===== src/rtl/mmtt_pkg.sv =====
// Package of the motor control unit: types, codes, constants and helpers.
// No dependencies; used by the top level, front end, queue, back end and checker.
package mmtt_pkg;

    localparam int CHANNELS_DEF = 8;
    localparam int CH_ID_W      = 4;
    localparam int QDEPTH       = 2;
    localparam int DIV_STEPS    = 15;
    localparam int CNT_W        = 4;

    localparam logic [23:0] GAIN_P_RST    = 24'd65536;
    localparam logic [23:0] GAIN_I_RST    = 24'd655;
    localparam logic [23:0] GAIN_D_RST    = 24'd655;
    localparam logic [14:0] SMALL_CUR_RST = 15'd10000;
    localparam logic [14:0] LARGE_CUR_RST = 15'd16384;
    localparam logic [14:0] SMALL_RPM_RST = 15'd20000;
    localparam logic [14:0] LARGE_RPM_RST = 15'd9000;

    // Reciprocals for truncating division by 50 (shift 37) and by 5 (shift 35).
    localparam logic [31:0] RECIP_50 = 32'd2748779070;
    localparam logic [32:0] RECIP_5  = 33'd6871947674;

    localparam logic signed [32:0] INT_LIMIT  = 33'sd670433280;
    localparam logic signed [13:0] HALF_TURN  = 14'sd4096;
    localparam logic signed [17:0] TURN_MAX   = 18'sd131071;
    localparam logic signed [17:0] TURN_MIN   = -18'sd131072;
    localparam logic signed [46:0] SPEED_GAIN = 47'sd3000;
    localparam logic signed [38:0] RATE_GAIN  = 39'sd50;

    typedef enum logic [1:0] {
        K_FB,
        K_CMD,
        K_REJ
    } t_kind;

    typedef enum logic [1:0] {
        ST_FEEDBACK = 2'd0,
        ST_COMMAND  = 2'd1,
        ST_REJECT   = 2'd2
    } t_status;

    typedef enum logic [2:0] {
        CFG_GAIN_P,
        CFG_GAIN_I,
        CFG_GAIN_D,
        CFG_SMALL_MASK,
        CFG_SMALL_CUR,
        CFG_LARGE_CUR,
        CFG_SMALL_RPM,
        CFG_LARGE_RPM
    } t_cfg_idx;

    typedef enum logic [4:0] {
        S_IDLE,
        S_SPEED,
        S_ERR,
        S_DIV50,
        S_INTEG,
        S_FSUM,
        S_DIV5L,
        S_DIV5H,
        S_DIV5C,
        S_PROP,
        S_INTG,
        S_DERV,
        S_LIMIT,
        S_SCALE,
        S_DIVIDE,
        S_DONE
    } t_bstate;

    typedef struct packed {
        logic [23:0] gain_p;
        logic [23:0] gain_i;
        logic [23:0] gain_d;
        logic [7:0]  small_motor_mask;
        logic [14:0] small_max_current;
        logic [14:0] large_max_current;
        logic [14:0] small_max_rpm;
        logic [14:0] large_max_rpm;
    } t_cfg;

    typedef struct packed {
        t_kind               kind;
        logic [CH_ID_W-1:0]  ch;
        logic                mode;
        logic signed [31:0]  target;
        logic [12:0]         angle;
        logic signed [15:0]  speed;
    } t_job;

    typedef struct packed {
        logic valid;
        t_job job;
    } t_push;

    typedef struct packed {
        logic full;
        logic empty;
    } t_qstat;

    function automatic logic signed [31:0] sat32(input logic signed [63:0] v);
        logic signed [31:0] r;
        if (v > 64'sd2147483647) begin
            r = 32'sh7FFFFFFF;
        end else if (v < -64'sd2147483648) begin
            r = 32'sh80000000;
        end else begin
            r = v[31:0];
        end
        return r;
    endfunction

endpackage


===== src/rtl/mmtt_in_if.sv =====
// Input item channel of the motor control unit: valid/ready handshake and payload.
// No dependencies.
interface mmtt_in_if;
    logic               valid;
    logic               ready;
    logic               cmd;
    logic [3:0]         motor_id;
    logic               mode;
    logic signed [31:0] target;
    logic [12:0]        feedback_angle;
    logic signed [15:0] feedback_speed;

    modport source (output valid, cmd, motor_id, mode, target, feedback_angle,
                    feedback_speed, input ready);
    modport sink (input valid, cmd, motor_id, mode, target, feedback_angle,
                  feedback_speed, output ready);
endinterface


===== src/rtl/mmtt_front.sv =====
// Front end: takes input items and classifies them into feedback, command or reject jobs.
// Depends on mmtt_pkg and mmtt_in_if.
module mmtt_front #(
    parameter int CHANNELS = mmtt_pkg::CHANNELS_DEF
) (
    mmtt_in_if.sink         i_item,
    input  mmtt_pkg::t_qstat i_qstat,
    output mmtt_pkg::t_push  o_push
);
    import mmtt_pkg::*;

    logic id_ok;

    // Valid ids run from 1 to CHANNELS; compare one bit wider so 16 fits.
    assign id_ok = (i_item.motor_id != '0) &&
                   ({1'b0, i_item.motor_id} <= 5'(CHANNELS));

    assign i_item.ready = !i_qstat.full;

    always_comb begin
        o_push.valid      = i_item.valid && !i_qstat.full;
        o_push.job.mode   = i_item.mode;
        o_push.job.target = i_item.target;
        o_push.job.angle  = i_item.feedback_angle;
        o_push.job.speed  = i_item.feedback_speed;
        if (!id_ok) begin
            o_push.job.kind = K_REJ;
            o_push.job.ch   = '0;
        end else begin
            o_push.job.kind = i_item.cmd ? K_CMD : K_FB;
            o_push.job.ch   = i_item.motor_id - 4'd1;
        end
    end

endmodule


===== src/flat_wrapper.sv =====
// flat-port wrapper written by rule: the top's interface ports become plain ports
module mmtt_front_flat import mmtt_pkg::*;
#(
    parameter int CHANNELS = mmtt_pkg::CHANNELS_DEF
)
  (i_qstat, o_push, i_item_valid, i_item_cmd, i_item_motor_id, i_item_mode, i_item_target, i_item_feedback_angle, i_item_feedback_speed, i_item_ready);
  mmtt_in_if i_item_i ();
  input  mmtt_pkg::t_qstat i_qstat;
  output mmtt_pkg::t_push o_push;
  input wire logic [$bits(i_item_i.valid)-1:0] i_item_valid;
  input wire logic [$bits(i_item_i.cmd)-1:0] i_item_cmd;
  input wire logic [$bits(i_item_i.motor_id)-1:0] i_item_motor_id;
  input wire logic [$bits(i_item_i.mode)-1:0] i_item_mode;
  input wire logic [$bits(i_item_i.target)-1:0] i_item_target;
  input wire logic [$bits(i_item_i.feedback_angle)-1:0] i_item_feedback_angle;
  input wire logic [$bits(i_item_i.feedback_speed)-1:0] i_item_feedback_speed;
  output wire logic [$bits(i_item_i.ready)-1:0] i_item_ready;
  assign i_item_i.valid = i_item_valid;
  assign i_item_i.cmd = i_item_cmd;
  assign i_item_i.motor_id = i_item_motor_id;
  assign i_item_i.mode = i_item_mode;
  assign i_item_i.target = i_item_target;
  assign i_item_i.feedback_angle = i_item_feedback_angle;
  assign i_item_i.feedback_speed = i_item_feedback_speed;
  assign i_item_ready = i_item_i.ready;
  mmtt_front #(.CHANNELS(CHANNELS)) u_core (.i_item(i_item_i), .i_qstat(i_qstat), .o_push(o_push));
endmodule

===== config.mk =====
export PLATFORM = sky130hd
export DESIGN_NAME = mmtt_front_flat
export DESIGN_NICKNAME = d
export VERILOG_FILES = /design/src/rtl/mmtt_pkg.sv /design/src/rtl/mmtt_in_if.sv /design/src/rtl/mmtt_front.sv /design/src/flat_wrapper.sv
export SDC_FILE = /design/constraint.sdc
export NUM_CORES = 1
export LEC_CHECK = 0
export BUFFER_PORTS_ARGS = -buffer_cell sky130_fd_sc_hd__buf_2
export CORE_AREA = 2 2 54 56
export DETAILED_ROUTE_END_ITERATION = 16
export DIE_AREA = 0 0 56 58
export MAX_ROUTING_LAYER = met4
export PLACE_DENSITY_LB_ADDON = 0.15
export SYNTH_ARGS = -nofsm -noshare
export SYNTH_HDL_FRONTEND = slang
export SYNTH_SLANG_ARGS = --single-unit

===== constraint.sdc =====
create_clock -name vclk -period 1.32
set_clock_uncertainty 0.05 [all_clocks]
set_input_delay 0.132 -clock vclk [all_inputs]
set_output_delay 0.132 -clock vclk [all_outputs]
set_load 0.02 [all_outputs]

Yosys cells after proc, flatten, opt, wreduce, memory -nomap -nowiden
Cells that the tools add are included.

word-level totals
  register bits after elaboration = 0
  bits of input ports = 70

cells by class
  reduce and logical (&&, ||, !) cells = 4
  mux-type cells = 2
  order comparisons = 1
  $add $sub $neg = 1

operators with widths
  cell                 count
  $mux 6               1
  $le 4x4->1 const B   1
  $reduce_bool 4->1    1
  $sub 4x1->4 const B  1
  $logic_and 1x1->1    2
  $logic_not 1->1      1
  $mux 1               1

Depth between registers and ports, before layout
  depth after elaboration = 3
  gate-level depth with buffers = 5
  depth with buffers taken out = 5

Worst setup path before layout
Ideal clock, no wire load.

  kind = input to output
  start point = input i_item_motor_id[0]
  end point = output o_push[65] (netlist bit)
  buffers on the path = 0
  data arrival time = 1.234 ns
  slack = -0.096 ns
  required time = 1.138 ns
  stages = 4
  cells stage by stage = inv_1 -> ha_1 -> or4_1 -> a21oi_1

RTL lines
  element      RTL line            source
  from (decl)  flat_wrapper.sv:12  input wire logic [$bits(i_item_i.motor_id)-1:0] i_item_motor_id;
  to (decl)    flat_wrapper.sv:9   output mmtt_pkg::t_push o_push;

==> impl_metrics.yaml <==
outcome:
  status: "finished clean"
setup_path:
  endpoint: "o_push[65]"
  path_max_fanout: 2
  critPathLaunchType: "primary input"
  end_kind: "output pin"
  cp.required_ns: 1.14
  cp-startpoint: "i_item_motor_id[0]"
  cp.arrival_ns: 1.12
  path_class: "primary input to output pin"
drt:
  drt_wl_total_um: 967
  ant_nets: 0
  routed-via-count: 260
  initialDrtViolationCount: 12
  drtPass1Iterations: 2
  routed_via_density: 3.82
  wl_per_cell_um: 14.2
  route.detailed.drc: 0
layout:
  antenna_cells: 0
  drive_gt1_share_pct: 73.0
  final_area_sq_um: 308
  synthToLayoutAreaGrowth_pct: -45.1
  nClkBuffers: 0
  seq_area_sq_um: 0
  fin_nets: 110
  seq_cell_count: 0
  fill_cells: 313
  final_util_pct: 11.6
placed_design:
  place_congestion: 0.630
  pre_cts_ws_ns: -0.168
  postPlaceCellArea_sq_um: 243
  dp_hpwl_um: 691
  io_buffers: 15
synthesis:
  synth_top_area_share_pct: 83.0
  ys_seq_area_share_pct: 0
  synth_top_cells_by_area: "buf_4 83%, inv_1 2.7%, ha_1 2.2%, nor2b_1 2.2%, nor2_1 2.0%"
  synth_cells: 79
  ys_types: 12
  yosys.area.top_type: "buf_4"
  avgSynthCellArea_sq_um: 7.10
  syn_area_sq_um: 561
  syn-num-nets: 150
  synth_warnings: 0
global_route:
  grt_antenna_before_repair: 0
  grt_pass1_vias: 253
  grt-busiest-layer: "met4"
  grt_max_degree: 5
  grtUsageTotal_pct: 4.86
  grtUsageMet2_pct: 6.05
  use_met3_pct: 3.35
  grt_remaining_overflow: 0
  grt_pass1_wl_um: 1280
  use_met1_pct: 3.37
die:
  initial_utilization_pct: 21.1
  die_area_sq_um: 3250
  die_y_um: 58
  num_io_pins: 140
  dieWidth_um: 56
  std_cell_rows: 19
  fp.coreArea_sq_um: 2660
power_and_ir_drop:
  power.density_nw_per_um2: 351
  p_leak_uw: 0.000153
  vdd_drop_max_mv: 0.0856
  power_uw: 108
timing:
  worst_slew_pin_slew_ns: 0.215
  fin_setup_tns_ns: 0
  slew_headroom_pct: 85.6
  setup_ws_ns: 0.0173
  setup_violations: 0
  fmax_mhz: 768
  hold_viol_final: 0
  fin_crit_sh_pct: 98.7
  slew_violations: 0
  rsz0062_at_grt: "yes"
  min_period_ns: 1.30
flow_run:
  maxCapViolCount: 0
clock_network:
  cts_hold_repair.buffers: 0
min_path:
  hp-class: "primary input to output pin"
## stage by stage
stage,hold WS (ns),cells
5_1_grt,0.214,68
6_report,0.214,68
4_1_cts,0.214,66
3_3_place_gp,0.214,66
3_5_place_dp,0.214,66
2_1_floorplan,0.256,79
## power breakdown
part / internal, uW / switching (uW) / total, uW
clock network: 0 / 0 / 0
registers: 0 / 0 / 0
logic: 51.3 / 56.7 / 108
## synth_stat cells (all sizes together)
cell	count
a21oi	1
nand2b	1
inv	4
ha	1
xor2	1
nor2	3
o211ai	1
o21ai	1
nor2b	2
nand2	1
or4	1
buf	62
## worst max-delay path: stages
cell     delay, ns
buf_6         0.10
buf_6         0.10
or4_4         0.50
a21oi_2       0.16
buf_6         0.13
## worst min-delay path by stage
stage	start	end	slack [ns]	cells after the start
after global routing	i_item_target[25]	o_push[54]	0.21	0
after global placement	i_item_feedback_speed[13]	o_push[13]	0.21	0
after detailed placement	i_item_feedback_speed[13]	o_push[13]	0.21	0
final	i_item_target[0]	o_push[29]	0.21	0
after floorplan	i_item_motor_id[2]	o_push[65]	0.26	1
after CTS	i_item_feedback_speed[13]	o_push[13]	0.21	0
## kinds of logic after synthesis
group	count (synthesis)	share of synthesized area (%)
adders and majority gates	1	2.23
AOI/OAI and AO/OA	3	3.12
and+or+nand+nor	8	7.37
buffers and inverters	66	85.7
xor gates and xnor gates	1	1.56
## cells in the final DEF, fill, tap and decap left out
cell / n
buf_4: 3
inv_2: 2
a21oi_2: 1
nand2_1: 1
inv_1: 2
nor2_1: 3
buf_2: 12
o211ai_1: 1
nor2b_1: 1
ha_4: 1
nand2b_1: 1
buf_6: 5
xor2_2: 1
o21ai_0: 1
or4_4: 1
nor2b_4: 1
## per-layer routing
metal,part of all wire (%),wire length [um]
met5,0,0
met4,16,157
met2,37,358
met3,25,239
met1,22,213
## what timing repair did
| item | in CTS | in global routing |
|---|---|---|
| gates resized for setup | 4 | 9 |
| endpoints found under the setup margin | 5 | 5 |
| hold endpoints to repair | 0 | 0 |
| gates cloned | 0 | 0 |
| pin swaps | 3 | 4 |
| buffers inserted | 0 | 2 |
## final cells by class
class	instances	area [sq um]	share of cell area [%]
repair buffers	20	139	45.1
multi-input cells	13	115	37.4
well taps	31	38.8	12.6
inverters	4	15.0	4.88
No activity file was read; power rests on OpenSTA's default activity.
