==> src/rtl/mmtt_pkg.sv <==
// Package of the motor control unit: types, codes, constants and helpers.
// No dependencies; used by the top level, front end, queue, back end and checker.
package mmtt_pkg;

    localparam int CHANNELS_DEF = 8;
    localparam int CH_ID_W      = 4;
    localparam int QDEPTH       = 2;
    localparam int DIV_STEPS    = 15;
    localparam int CNT_W        = 4;

    localparam logic [23:0] GAIN_P_RST    = 24'd65536;
    localparam logic [23:0] GAIN_I_RST    = 24'd655;
    localparam logic [23:0] GAIN_D_RST    = 24'd655;
    localparam logic [14:0] SMALL_CUR_RST = 15'd10000;
    localparam logic [14:0] LARGE_CUR_RST = 15'd16384;
    localparam logic [14:0] SMALL_RPM_RST = 15'd20000;
    localparam logic [14:0] LARGE_RPM_RST = 15'd9000;

    // Reciprocals for truncating division by 50 (shift 37) and by 5 (shift 35).
    localparam logic [31:0] RECIP_50 = 32'd2748779070;
    localparam logic [32:0] RECIP_5  = 33'd6871947674;

    localparam logic signed [32:0] INT_LIMIT  = 33'sd670433280;
    localparam logic signed [13:0] HALF_TURN  = 14'sd4096;
    localparam logic signed [17:0] TURN_MAX   = 18'sd131071;
    localparam logic signed [17:0] TURN_MIN   = -18'sd131072;
    localparam logic signed [46:0] SPEED_GAIN = 47'sd3000;
    localparam logic signed [38:0] RATE_GAIN  = 39'sd50;

    typedef enum logic [1:0] {
        K_FB,
        K_CMD,
        K_REJ
    } t_kind;

    typedef enum logic [1:0] {
        ST_FEEDBACK = 2'd0,
        ST_COMMAND  = 2'd1,
        ST_REJECT   = 2'd2
    } t_status;

    typedef enum logic [2:0] {
        CFG_GAIN_P,
        CFG_GAIN_I,
        CFG_GAIN_D,
        CFG_SMALL_MASK,
        CFG_SMALL_CUR,
        CFG_LARGE_CUR,
        CFG_SMALL_RPM,
        CFG_LARGE_RPM
    } t_cfg_idx;

    typedef enum logic [4:0] {
        S_IDLE,
        S_SPEED,
        S_ERR,
        S_DIV50,
        S_INTEG,
        S_FSUM,
        S_DIV5L,
        S_DIV5H,
        S_DIV5C,
        S_PROP,
        S_INTG,
        S_DERV,
        S_LIMIT,
        S_SCALE,
        S_DIVIDE,
        S_DONE
    } t_bstate;

    typedef struct packed {
        logic [23:0] gain_p;
        logic [23:0] gain_i;
        logic [23:0] gain_d;
        logic [7:0]  small_motor_mask;
        logic [14:0] small_max_current;
        logic [14:0] large_max_current;
        logic [14:0] small_max_rpm;
        logic [14:0] large_max_rpm;
    } t_cfg;

    typedef struct packed {
        t_kind               kind;
        logic [CH_ID_W-1:0]  ch;
        logic                mode;
        logic signed [31:0]  target;
        logic [12:0]         angle;
        logic signed [15:0]  speed;
    } t_job;

    typedef struct packed {
        logic valid;
        t_job job;
    } t_push;

    typedef struct packed {
        logic full;
        logic empty;
    } t_qstat;

    function automatic logic signed [31:0] sat32(input logic signed [63:0] v);
        logic signed [31:0] r;
        if (v > 64'sd2147483647) begin
            r = 32'sh7FFFFFFF;
        end else if (v < -64'sd2147483648) begin
            r = 32'sh80000000;
        end else begin
            r = v[31:0];
        end
        return r;
    endfunction

endpackage

==> src/rtl/mmtt_queue.sv <==
// Short job queue that decouples the front end from the control back end.
// Depends on mmtt_pkg.
module mmtt_queue (
    input  logic             i_clk,
    input  logic             i_rst_n,
    input  mmtt_pkg::t_push  i_push,
    input  logic             i_pop,
    output mmtt_pkg::t_job   o_head,
    output mmtt_pkg::t_qstat o_qstat
);
    import mmtt_pkg::*;

    localparam int PW = (QDEPTH > 1) ? $clog2(QDEPTH) : 1;

    t_job          r_mem [QDEPTH];
    logic [PW-1:0] r_wp, r_rp;
    logic [PW:0]   r_cnt;

    always_ff @(posedge i_clk) begin
        if (i_push.valid) begin
            r_mem[r_wp] <= i_push.job;
        end
    end

    always_ff @(posedge i_clk) begin
        if (!i_rst_n) begin
            r_wp  <= '0;
            r_rp  <= '0;
            r_cnt <= '0;
        end else begin
            if (i_push.valid) begin
                r_wp <= (r_wp == PW'(QDEPTH - 1)) ? '0 : r_wp + 1'b1;
            end
            if (i_pop) begin
                r_rp <= (r_rp == PW'(QDEPTH - 1)) ? '0 : r_rp + 1'b1;
            end
            r_cnt <= r_cnt + (PW+1)'(i_push.valid) - (PW+1)'(i_pop);
        end
    end

    assign o_head        = r_mem[r_rp];
    assign o_qstat.full  = (r_cnt == (PW+1)'(QDEPTH));
    assign o_qstat.empty = (r_cnt == '0);

endmodule

==> config.mk <==
export PLATFORM = sky130hd
export DESIGN_NAME = mmtt_queue
export DESIGN_NICKNAME = d
export VERILOG_FILES = /design/src/rtl/mmtt_pkg.sv /design/src/rtl/mmtt_queue.sv
export SDC_FILE = /design/constraint.sdc
export NUM_CORES = 1
export LEC_CHECK = 0
export BUFFER_PORTS_ARGS = -buffer_cell sky130_fd_sc_hd__buf_2
export CAP_MARGIN = 10
export CORE_AREA = 2 2 101 103
export CTS_BUF_LIST = sky130_fd_sc_hd__clkbuf_2 sky130_fd_sc_hd__clkbuf_4 sky130_fd_sc_hd__clkbuf_8
export CTS_CLUSTER_SIZE = 10
export DETAILED_ROUTE_END_ITERATION = 8
export DIE_AREA = 0 0 103 105
export PLACE_DENSITY = 0.82
export SLEW_MARGIN = 20
export SYNTH_ARGS = -nofsm -noshare
export SYNTH_HDL_FRONTEND = slang
export SYNTH_SLANG_ARGS = --single-unit
==> constraint.sdc <==
create_clock -name i_clk -period 13.73 [get_ports i_clk]
set_input_delay 2.746 -clock i_clk [delete_from_list [all_inputs] [get_ports i_clk]]
set_output_delay 2.746 -clock i_clk [all_outputs]
set_load 0.02 [all_outputs]
Word level (Yosys, flattened, before mapping)
Memories as Yosys holds them, arrays and structs flattened. A register that Yosys moved wholly into a read port is not among the register bits.
Index checks and enable logic that the tools add are counted.
{"block": "totals", "ram_bits": 136, "mem_count": 1, "out_inout_bits": 70, "ff_bits": 4}
{"block": "op_classes", "n_reduce_logical": 1, "add_sub_neg": 4, "n_mux": 6, "eq_ne": 1}
{"name": "r_mem", "words": 2, "width": 68, "read_ports": 1, "rd_ports_with_merged_regs": 1, "write_ports": 1, "line": "mmtt_queue.sv:15", "source": "t_job r_mem [QDEPTH];"}
{"cell": "2-to-1 mux 1 bit", "n": 6}
{"cell": "adder 1 bit (second input constant)", "n": 2}
{"cell": "adder 2 x 1 -> 2 bit", "n": 1}
{"cell": "== test 2 bit (second input constant)", "n": 1}
{"cell": "zero test 2 bit", "n": 1}
{"cell": "subtractor 2 x 1 -> 2 bit", "n": 1}

Logic depth before layout (Yosys ltp)
Gate-level depths: netlist (run 1).
{"block": "logic_depth", "ltp_word": 4, "depth_mapped": 6}

Worst setup path before layout (run 1)
No wires, ideal clock.
{"block": "synth_path", "path_type": "input to register", "start": "in i_push[68] (netlist name)", "end": "mem r_mem[0][0] (netlist name), enable pin", "setup_slack_ps": 7464, "cell_stages": 1, "path_buffers": 0, "arrival_time_ps": 5762, "path_cell_list": "nor2b_1"}
{"block": "synth_between", "elab_chain_cells": 2}
{"item": "start: declaration", "line": "mmtt_queue.sv:6", "source": "input mmtt_pkg::t_push i_push,"}
{"item": "2-to-1 mux 1 bit", "line": "mmtt_queue.sv:20", "source": "if (i_push.valid) begin"}
{"item": "2-to-1 mux 1 bit (not written as such)", "line": "mmtt_queue.sv:21", "source": "r_mem[r_wp] <= i_push.job;"}
{"item": "end: declaration", "line": "mmtt_queue.sv:15"}
Every way passes these cells.

==> metrics.yaml, run 1 <==
outcome: "completed"
wirelength_mm: 8.757
grtUsageTotal: 0.1687
pre_cts_slack_ns: 9.330
fillerInstances: 703
drc: 0
postSynth.asyncResetShare: 0
dieWidth_um: 103
synth_top_family_by_area: "multiplexers"
worst_slew_pin_slew_ns: 1.024
reg2reg_slack_ns: 12.12
place.gp.congestion: 0.6546
cts_root_buf: "clkbuf_8"
ant_nets: 0
worst_ep_required_time_ns: 10.98
synthXorXnorAreaFrac: 0.005989
clk_path_buf_depth: 2
dieArea_mm2: 0.01082
cts_tree: "yes"
dp_hpwl_mm: 5.490
ys_top_cells_by_count: "136 x edfxtp_1, 48 x mux2_2, 20 x mux2_4, 5 x dfxtp_1"
final-hold-violation-count: 0
final_area_mm2: 0.006435
layout-drive-gt1-share: 0.6080
p_per_area_mw_per_mm2: 147.0
syn_avg_cell_area_um2: 22.41
yosysTopAreaCell: "edfxtp_1"
insertion_delay_ns: 0.42
rsz0062_at_grt: "no"
insertedDiodeCount: 0
tns_ns: 0
synth_compound_area_frac: 0.001437
startpoint_type: "flop"
synth-simple-area-share: 0.01030
rows: 36
multi_input_area_um2: 968.4
hold_buffers: 0
vias_per_cell: 4.944
synth_area_leaders: "edfxtp_1 78%, mux2_2 10%, mux2_4 5.7%"
dr_total_vias: 2625
cts_setup_buffers: 0
area_delta_synth_final_pct: 23.22
fin_cells: 531
fin_ws_ns: 8.894
syn_inst: 233
die_y_um: 105
synth_warnings: 0
drtIter0Drc: 134
cp_slowest_stage_delay_ns: 1.01
post_drt_wl_per_cell_um: 16.49
synth.net_count: 307
grt_pass1_wl_mm: 13.30
yosys.area.top_type_share: 0.7820
nNetsFinal: 460
top_level_ports: 142
cts.clk_slew.worst_paths_ns: 0.07
slew_headroom: 0.3173
start_util: 0.5418
layout_min_cycle_time_ns: 4.836
synthMuxAreaShare: 0.1610
numPortBuffers: 141
first_pass_iters: 4
timing.fmax_ghz: 0.2068
synth.most_common_cell: "edfxtp_1"
hold_class: "flop to flop"
final_max_slew_viol_count: 0
crit_path_cell_trace: "mux2_2 -> buf_2"
dp_cells: 500
crit_fanout: 68
cts_resized: 0
seq_area_mm2: 0.004188
core_mm2: 0.009639
finalCritPeriodShare: 0.3522
critPathTopFamily: "flip-flops"
dpl_cell_area_mm2: 0.006043
vdd_ir_drop_max_mv: 0.07358
cp_num_buf_inv: 1
setup_violations: 0
ys.flop_type: "edfxtp_1"
cts.htree.levels: 4
fin_skew_ns: 0.004334
ys_ff_latch: 141
synthAdderAreaFrac: 0.004792
worstPathArrival_ns: 2.09
antenna_found_initial: 0
cpMaxStageDelayCell: "dfxtp_4"
p_leak_uw: 0.002479
grt_start_max_net_pins: 70
end_kind: "primary output"
syn_area_mm2: 0.005223
synthDistinctLibCells: 15
numCtsBuffers: 17
gr-total-overflow: 0
synth_edf_count: 136
path_class: "flop to primary output"
grt_pass1_vias: 2743
max_cap_violations: 0
clock-sinks: 141
power_uw: 945.6
ys_seq_area_frac: 0.8011
==> metrics by stage <==
stage,util,hold slack [ns]
6_report,0.6676,0.5705
3_5_place_dp,0.6269,0.5572
4_1_cts,0.6676,0.5797
3_3_place_gp,0.6269,0.5562
5_1_grt,0.6676,0.6045
2_1_floorplan,-,0.5546
==> where the power goes <==
part / total [uW] / internal (uW) / leakage, uW / switching (uW)
Combinational: 112 / 52.0 / 0.000963 / 59.7
Sequential: 512 / 497 / 0.00132 / 14.6
Clock: 322 / 178 / 0.000197 / 144
==> registers in the layout, indices dropped and copies added, names as in the netlist, named ones only <==
register  flops
r_cnt         2
r_mem       136
r_rp          1
r_wp          1
==> kinds of logic after synthesis <==
logic type                 count (synthesis)
AOI/OAI and AO/OA                          1
xor gates and xnor gates                   2
adders and majority gates                  2
buffers and inverters                     10
DFF                                      141
muxes                                     68
and+or+nand+nor                            9
==> path summary, 6_finish.rpt <==
| kind | startpoint | cells past startpoint | endpoint |
|---|---|---|---|
| worst min register to register | r_rp | 2 | flop |
| worst max register to register | r_wp | 1 | r_mem[1][51] |
| worst max-delay path | flop | 2 | o_head[63] |
| worst min-delay path | r_rp | 2 | flop |
==> per-layer routing <==
layer,up-vias,global-route usage,wire length [um]
li1,1230,-,-
met1,1271,0.1908,3501
met2,112,0.2815,4455
met3,12,0.06154,665
met4,0,0.07707,135
met5,-,0,0
==> layout by cell type (no fill, tap or decap) <==
| cell | n |
|---|---|
| and2_1 | 3 |
| and2_4 | 1 |
| buf_2 | 141 |
| buf_4 | 1 |
| bufinv_16 | 3 |
| clkbuf_4 | 1 |
| clkbuf_8 | 17 |
| clkinv_1 | 2 |
| clkinv_2 | 4 |
| clkinv_4 | 2 |
| clkinvlp_4 | 2 |
| dfxtp_1 | 4 |
| dfxtp_4 | 1 |
| edfxtp_1 | 136 |
| ha_1 | 2 |
| inv_1 | 2 |
| mux2_2 | 48 |
| mux2_4 | 20 |
| nor2_1 | 1 |
| nor2b_1 | 3 |
| nor2b_4 | 1 |
| o21a_1 | 1 |
| xnor3_1 | 1 |
| xor2_1 | 1 |
==> final cells by class <==
type,count,area share
Clock inverter,13,0.02333
Sequential cell,141,0.6508
Tap cell,133,0.02586
Clock buffer,18,0.03753
Multi-Input combinational cell,82,0.1505
Inverter,2,0.001167
Timing Repair Buffer,142,0.1108
Note: power is estimated with default switching activity, not from simulation.
==> inputs of run 2 (changes only) <==
Settings changed: ABC_AREA from default to 1, CORE_AREA 2 2 101 103 to 2 2 102 104, DIE_AREA 0 0 103 105 to 0 0 104 106, PLACE_DENSITY 0.82 to 0.8.
Clock period 13.73 ns to 4.51 ns, I/O delays scaled along.
==> run 2 against run 1 <==
- die area is 1.9% higher
- sequential cell count stayed put
- clock power grew to 3.4 times the previous value
- via count up 1.6%
- global-route usage shrank 0.36 points
- critical path depth is the same
- non-clock buffer count up 1
- clock-buffer cell count rose by 1
- clock skew up 0.0011 ns
- sequential share of layout area shrank 0.68 points
- setup slack worse by 7.4 ns
- largest cell class unchanged
==> metrics.yaml, run 2 <==
numCtsBuffers: 17
worst_slew_pin_slew_ns: 1.025
cts_resized: 0
utilization: 0.6503
p_int_uw: 2313
cts.clk_slew.worst_paths_ns: 0.07
syn_avg_cell_area_um2: 21.24
power_frac_clock: 0.374
die_y_um: 106
vias_per_cell: 4.858
crit_path_cell_trace: "mux2_2 -> buf_2"
largest_register: "r_mem"
setup_violations: 0
hold_class: "flop to flop"
ys.flop_type: "edfxtp_1"
drc: 0
seqPwrFrac: 0.524
grtUsageTotal: 0.1651
layout_min_cycle_time_ns: 2.984
clk_path_buf_depth: 2
place.gp.congestion: 0.6837
synth_top_family_by_area: "multiplexers"
end_kind: "primary output"
drtIter0Drc: 93
grt_pass1_wl_mm: 13.48
switching_share: 0.2190
syn_inst: 246
dp_hpwl_mm: 5.724
final-hold-violation-count: 0
final_cell_mix: "141 x buf_2, 136 x edfxtp_1, 48 x mux2_2"
insertion_delay_ns: 0.43
start_util: 0.5226
numPortBuffers: 141
area_delta_synth_final_pct: 24.42
hold_buffers: 0
synthDistinctLibCells: 13
seq_area_mm2: 0.004188
cp_slowest_stage_delay_ns: 1.01
cts_setup_buffers: 0
ant_nets: 0
timing.fmax_ghz: 0.3351
ys_ff_latch: 141
layout-drive-gt1-share: 0.5932
slew_headroom: 0.3165
insertedDiodeCount: 0
synth_compound_area_frac: 0.0009576
fin_skew_ns: 0.005401
core_mm2: 0.01000
grt_pass1_vias: 2722
p_per_area_mw_per_mm2: 455.4
max_cap_violations: 0
wirelength_mm: 8.850
grt_start_max_net_pins: 69
dieArea_mm2: 0.01102
pre_cts_slack_ns: 1.899
cts_root_buf: "clkbuf_8"
dr_total_vias: 2667
yosysTopAreaCell: "edfxtp_1"
synthXorXnorAreaFrac: 0
rows: 37
synth_edf_count: 136
clock-sinks: 141
cpMaxStageDelayCell: "dfxtp_4"
path_class: "flop to primary output"
rsz0062_at_grt: "no"
cts.htree.levels: 4
yosys.area.top_type_share: 0.7814
final_max_slew_viol_count: 0
crit_fanout: 68
postSynth.asyncResetShare: 0
synthAdderAreaFrac: 0.004788
p_leak_uw: 0.002536
antenna_found_initial: 0
synth-simple-area-share: 0.01317
nNetsFinal: 474
worstPathArrival_ns: 2.08
post_drt_wl_per_cell_um: 16.12
ys_top_cells_by_count: "136 x edfxtp_1, 48 x mux2_2, 20 x mux2_4, 9 x nor2_1"
syn_area_mm2: 0.005226
gr-total-overflow: 0
outcome: "completed"
finalCritPeriodShare: 0.6616
vdd_ir_drop_max_mv: 0.2684
largest_register_ffs: 136
p_switching_uw: 648.6
startpoint_type: "flop"
synthMuxAreaShare: 0.1609
synth_area_leaders: "edfxtp_1 78%, mux2_2 10%, mux2_4 5.7%"
multi_input_area_um2: 947.2
top_regs: "r_mem x136, r_cnt x2"
dieWidth_um: 104
cts_tree: "yes"
final_common_cell: "buf_2"
tns_ns: 0
top_level_ports: 142
synth.net_count: 320
fin_ws_ns: 1.526
first_pass_iters: 4
combPwrFrac: 0.102
synth_warnings: 0
worst_ep_required_time_ns: 3.61
ys_seq_area_frac: 0.8006
fillerInstances: 748
synth.most_common_cell: "edfxtp_1"
run 2: cell type report:
| cell class | count | area share |
|---|---|---|
| inverters | 8 | 0.004618 |
| clock buffers | 19 | 0.03829 |
| multi-input cells | 89 | 0.1457 |
| well taps | 136 | 0.02617 |
| clock inverters | 13 | 0.03040 |
| flip-flops and latches | 141 | 0.6440 |
| repair buffers | 143 | 0.1108 |
run 2: cell families (layout without fill, tap and decap cells):
| family | count (synthesis) | after routing |
|---|---|---|
| AO/OA/AOI/OAI | 1 | 1 |
| adder cells (fa/ha/maj) | 2 | 2 |
| buffers and inverters | 16 | 183 |
| flip-flops | 141 | 141 |
| multiplexers | 68 | 68 |
| AND/OR/NAND/NOR | 18 | 18 |
run 2: metrics by stage:
step,area [um2],cells,power (uW),hold slack [ns]
detailed placement,6056,517,1888,0.4920
CTS,6502,549,2994,0.5104
floorplan,5226,246,1774,0.4635
global route,6502,549,3074,0.5638
global placement,6056,517,1876,0.4784
finish,6502,549,2961,0.5050
run 2: per-layer routing:
| layer | global-route usage | routed length, um | up-vias | share of wire |
|---|---|---|---|---|
| met5 | 0 | 0 | - | 0 |
| met4 | 0.07336 | 169 | 0 | 0.019 |
| met3 | 0.07051 | 628 | 13 | 0.071 |
| met2 | 0.2646 | 4477 | 101 | 0.51 |
| met1 | 0.1960 | 3574 | 1301 | 0.40 |
| li1 | - | - | 1252 | - |
run 2: worst paths after layout:
check,startpoint,endpoint,slack (ns),depth (start not counted)
max reg2reg,r_wp,r_mem[1][19],2.56,3
min,r_rp,flop,0.50,2
min reg2reg,r_rp,flop,0.50,2
max,flop,o_head[36],1.53,2
run 2: critical path: cells and delay by family (launching register included):
kind     cells  cell delay, ns
buf+inv      1            0.16
flops        1            1.01
mux          1            0.42
run 2: power by group through the flow:
stage                     sequential (uW)  clock, uW  combinational (uW)
after global routing                 1560       1190                 325
after CTS                            1550       1130                 307
after global placement               1580          0                 299
final                                1550       1110                 303
after floorplan                      1560          0                 214
after detailed placement             1580          0                 306
==> inputs of run 3 (changes only) <==
Settings changed: CORE_AREA 2 2 102 104 to 2 2 107 109, DIE_AREA 0 0 104 106 to 0 0 109 111, PLACE_DENSITY 0.8 to 0.77.
Clock period 4.51 ns to 2.51 ns, I/O delays scaled along.
==> run 3 against run 2 <==
- setup slack lost 1.2 ns
- non-clock buffer count up 3
- combinational power rose by 92%
- die area rose by 9.8%
- final cell count is 1.5% higher
- sequential power rose by 77%
- register-to-register slack lost 1.5 ns
- clock power rose by 49%
- wire length shrank 0.54%
- clock skew barely moved
- critical path depth is 1 higher
- largest cell class unchanged
==> metrics.yaml, run 3 (synthesis results as in run 2) <==
whs_path_depth: 1
nNetsFinal: 477
dieWidth_um: 109
hold_ws_ns: 0.2578
top_regs: "r_mem x136, r_cnt x2"
first_pass_iters: 4
pre_cts_slack_ns: 0.7221
cts_root_buf: "clkbuf_8"
outcome: "completed"
dr_total_vias: 2665
dp_hpwl_mm: 5.729
largest_register: "r_mem"
final_cell_mix: "141 x buf_2, 136 x edfxtp_1, 48 x mux2_2"
path_class: "flop to primary output"
place.gp.congestion: 0.6691
timing.rr.end: "r_mem[1][24]"
dieArea_mm2: 0.01210
rsz0062_at_grt: "no"
clock-sinks: 141
hold_buffers: 0
tns_ns: 0
r2r-start: "r_wp"
gr-total-overflow: 0
antenna_found_initial: 0
rows: 39
rr_worst_depth: 3
largest_register_ffs: 136
vias_per_cell: 4.785
clk_path_buf_depth: 2
insertion_delay_ns: 0.43
die_y_um: 111
numPortBuffers: 141
cts_resized: 0
slew_headroom: 0.6159
hold_path_end: "r_mem[0][45]"
grt_start_max_net_pins: 69
hp-start: "i_push[45]"
cts.htree.levels: 4
post_drt_wl_per_cell_um: 15.80
final_common_cell: "buf_2"
grt_pass1_wl_mm: 13.66
fin_ws_ns: 0.2771
setup_violations: 0
crit_fanout: 68
drc: 0
utilization: 0.5833
cts.clk_slew.worst_paths_ns: 0.07
timing.fmax_ghz: 0.4479
top_level_ports: 142
worst_slew_pin_slew_ns: 0.5762
final_area_mm2: 0.006461
cts_tree: "yes"
final_max_slew_viol_count: 0
p_per_area_mw_per_mm2: 771.5
grt_pass1_vias: 2939
vdd_ir_drop_max_mv: 0.4741
finalCritPeriodShare: 0.8896
wirelength_mm: 8.802
final-hold-violation-count: 0
end_kind: "primary output"
ant_nets: 0
core_mm2: 0.01108
start_util: 0.4718
max_cap_violations: 0
worst_ep_required_time_ns: 2.01
worstPathArrival_ns: 1.73
startpoint_type: "flop"
hold_class: "primary input to flop"
cts_setup_buffers: 0
p_leak_uw: 0.002509
insertedDiodeCount: 0
numCtsBuffers: 17
reg2reg_slack_ns: 1.10
dpl_cell_area_mm2: 0.006100
layout_min_cycle_time_ns: 2.233
area_delta_synth_final_pct: 23.63
fin_skew_ns: 0.005646
grtUsageTotal: 0.1548
drtIter0Drc: 115
layout-drive-gt1-share: 0.5918
[run 3: cell count changes in the layout (fill, tap and decap cells not counted)]
cell / delta
buf_12: +1
buf_4: +2
bufinv_16: -3
clkbuf_4: -2
clkinv_1: +1
clkinv_4: +1
clkinvlp_4: +1
[run 3: routing by layer]
metal  global-route usage  wire, um  vias to the layer above
met5                    0         0                        -
met4              0.07350        99                        0
met3              0.06349       685                       12
met2               0.2650      4670                      110
met1               0.1625      3346                     1280
li1                     -         -                     1263
[run 3: stage by stage]
| step | instances | power (uW) |
|---|---|---|
| after floorplan | 246 | 3184 |
| after global placement | 527 | 3378 |
| after detailed placement | 527 | 3399 |
| after CTS | 557 | 5062 |
| after global routing | 557 | 5194 |
| final | 557 | 4985 |
[run 3: how the worst max path moves through the flow]
stage | endpoint | depth (start not counted)
floorplan | r_mem[1][0] | 2
global placement | o_head[60] | 3
detailed placement | o_head[60] | 3
CTS | o_head[60] | 3
global route | o_head[60] | 3
finish | o_head[60] | 3
[run 3: report_power, final]
part	internal [uW]	leakage, uW	switching, uW
Clock	857	0.000178	793
Combinational	243	0.00101	339
Sequential	2720	0.00132	31.4
[run 3: layout make-up]
type                    count  area, um2
fillers                   872       4616
flip-flops and latches    141       4188
multi-input cells          89      947.2
repair buffers            146      755.7
clock buffers              17      234.0
well taps                 143      178.9
clock inverters            13      127.6
inverters                   8      30.03
[run 3: critical path: stages, from the launching register on]
cell,delay [ns]
dfxtp_4,0.35
buf_12,0.35
mux2_2,0.41
buf_2,0.16
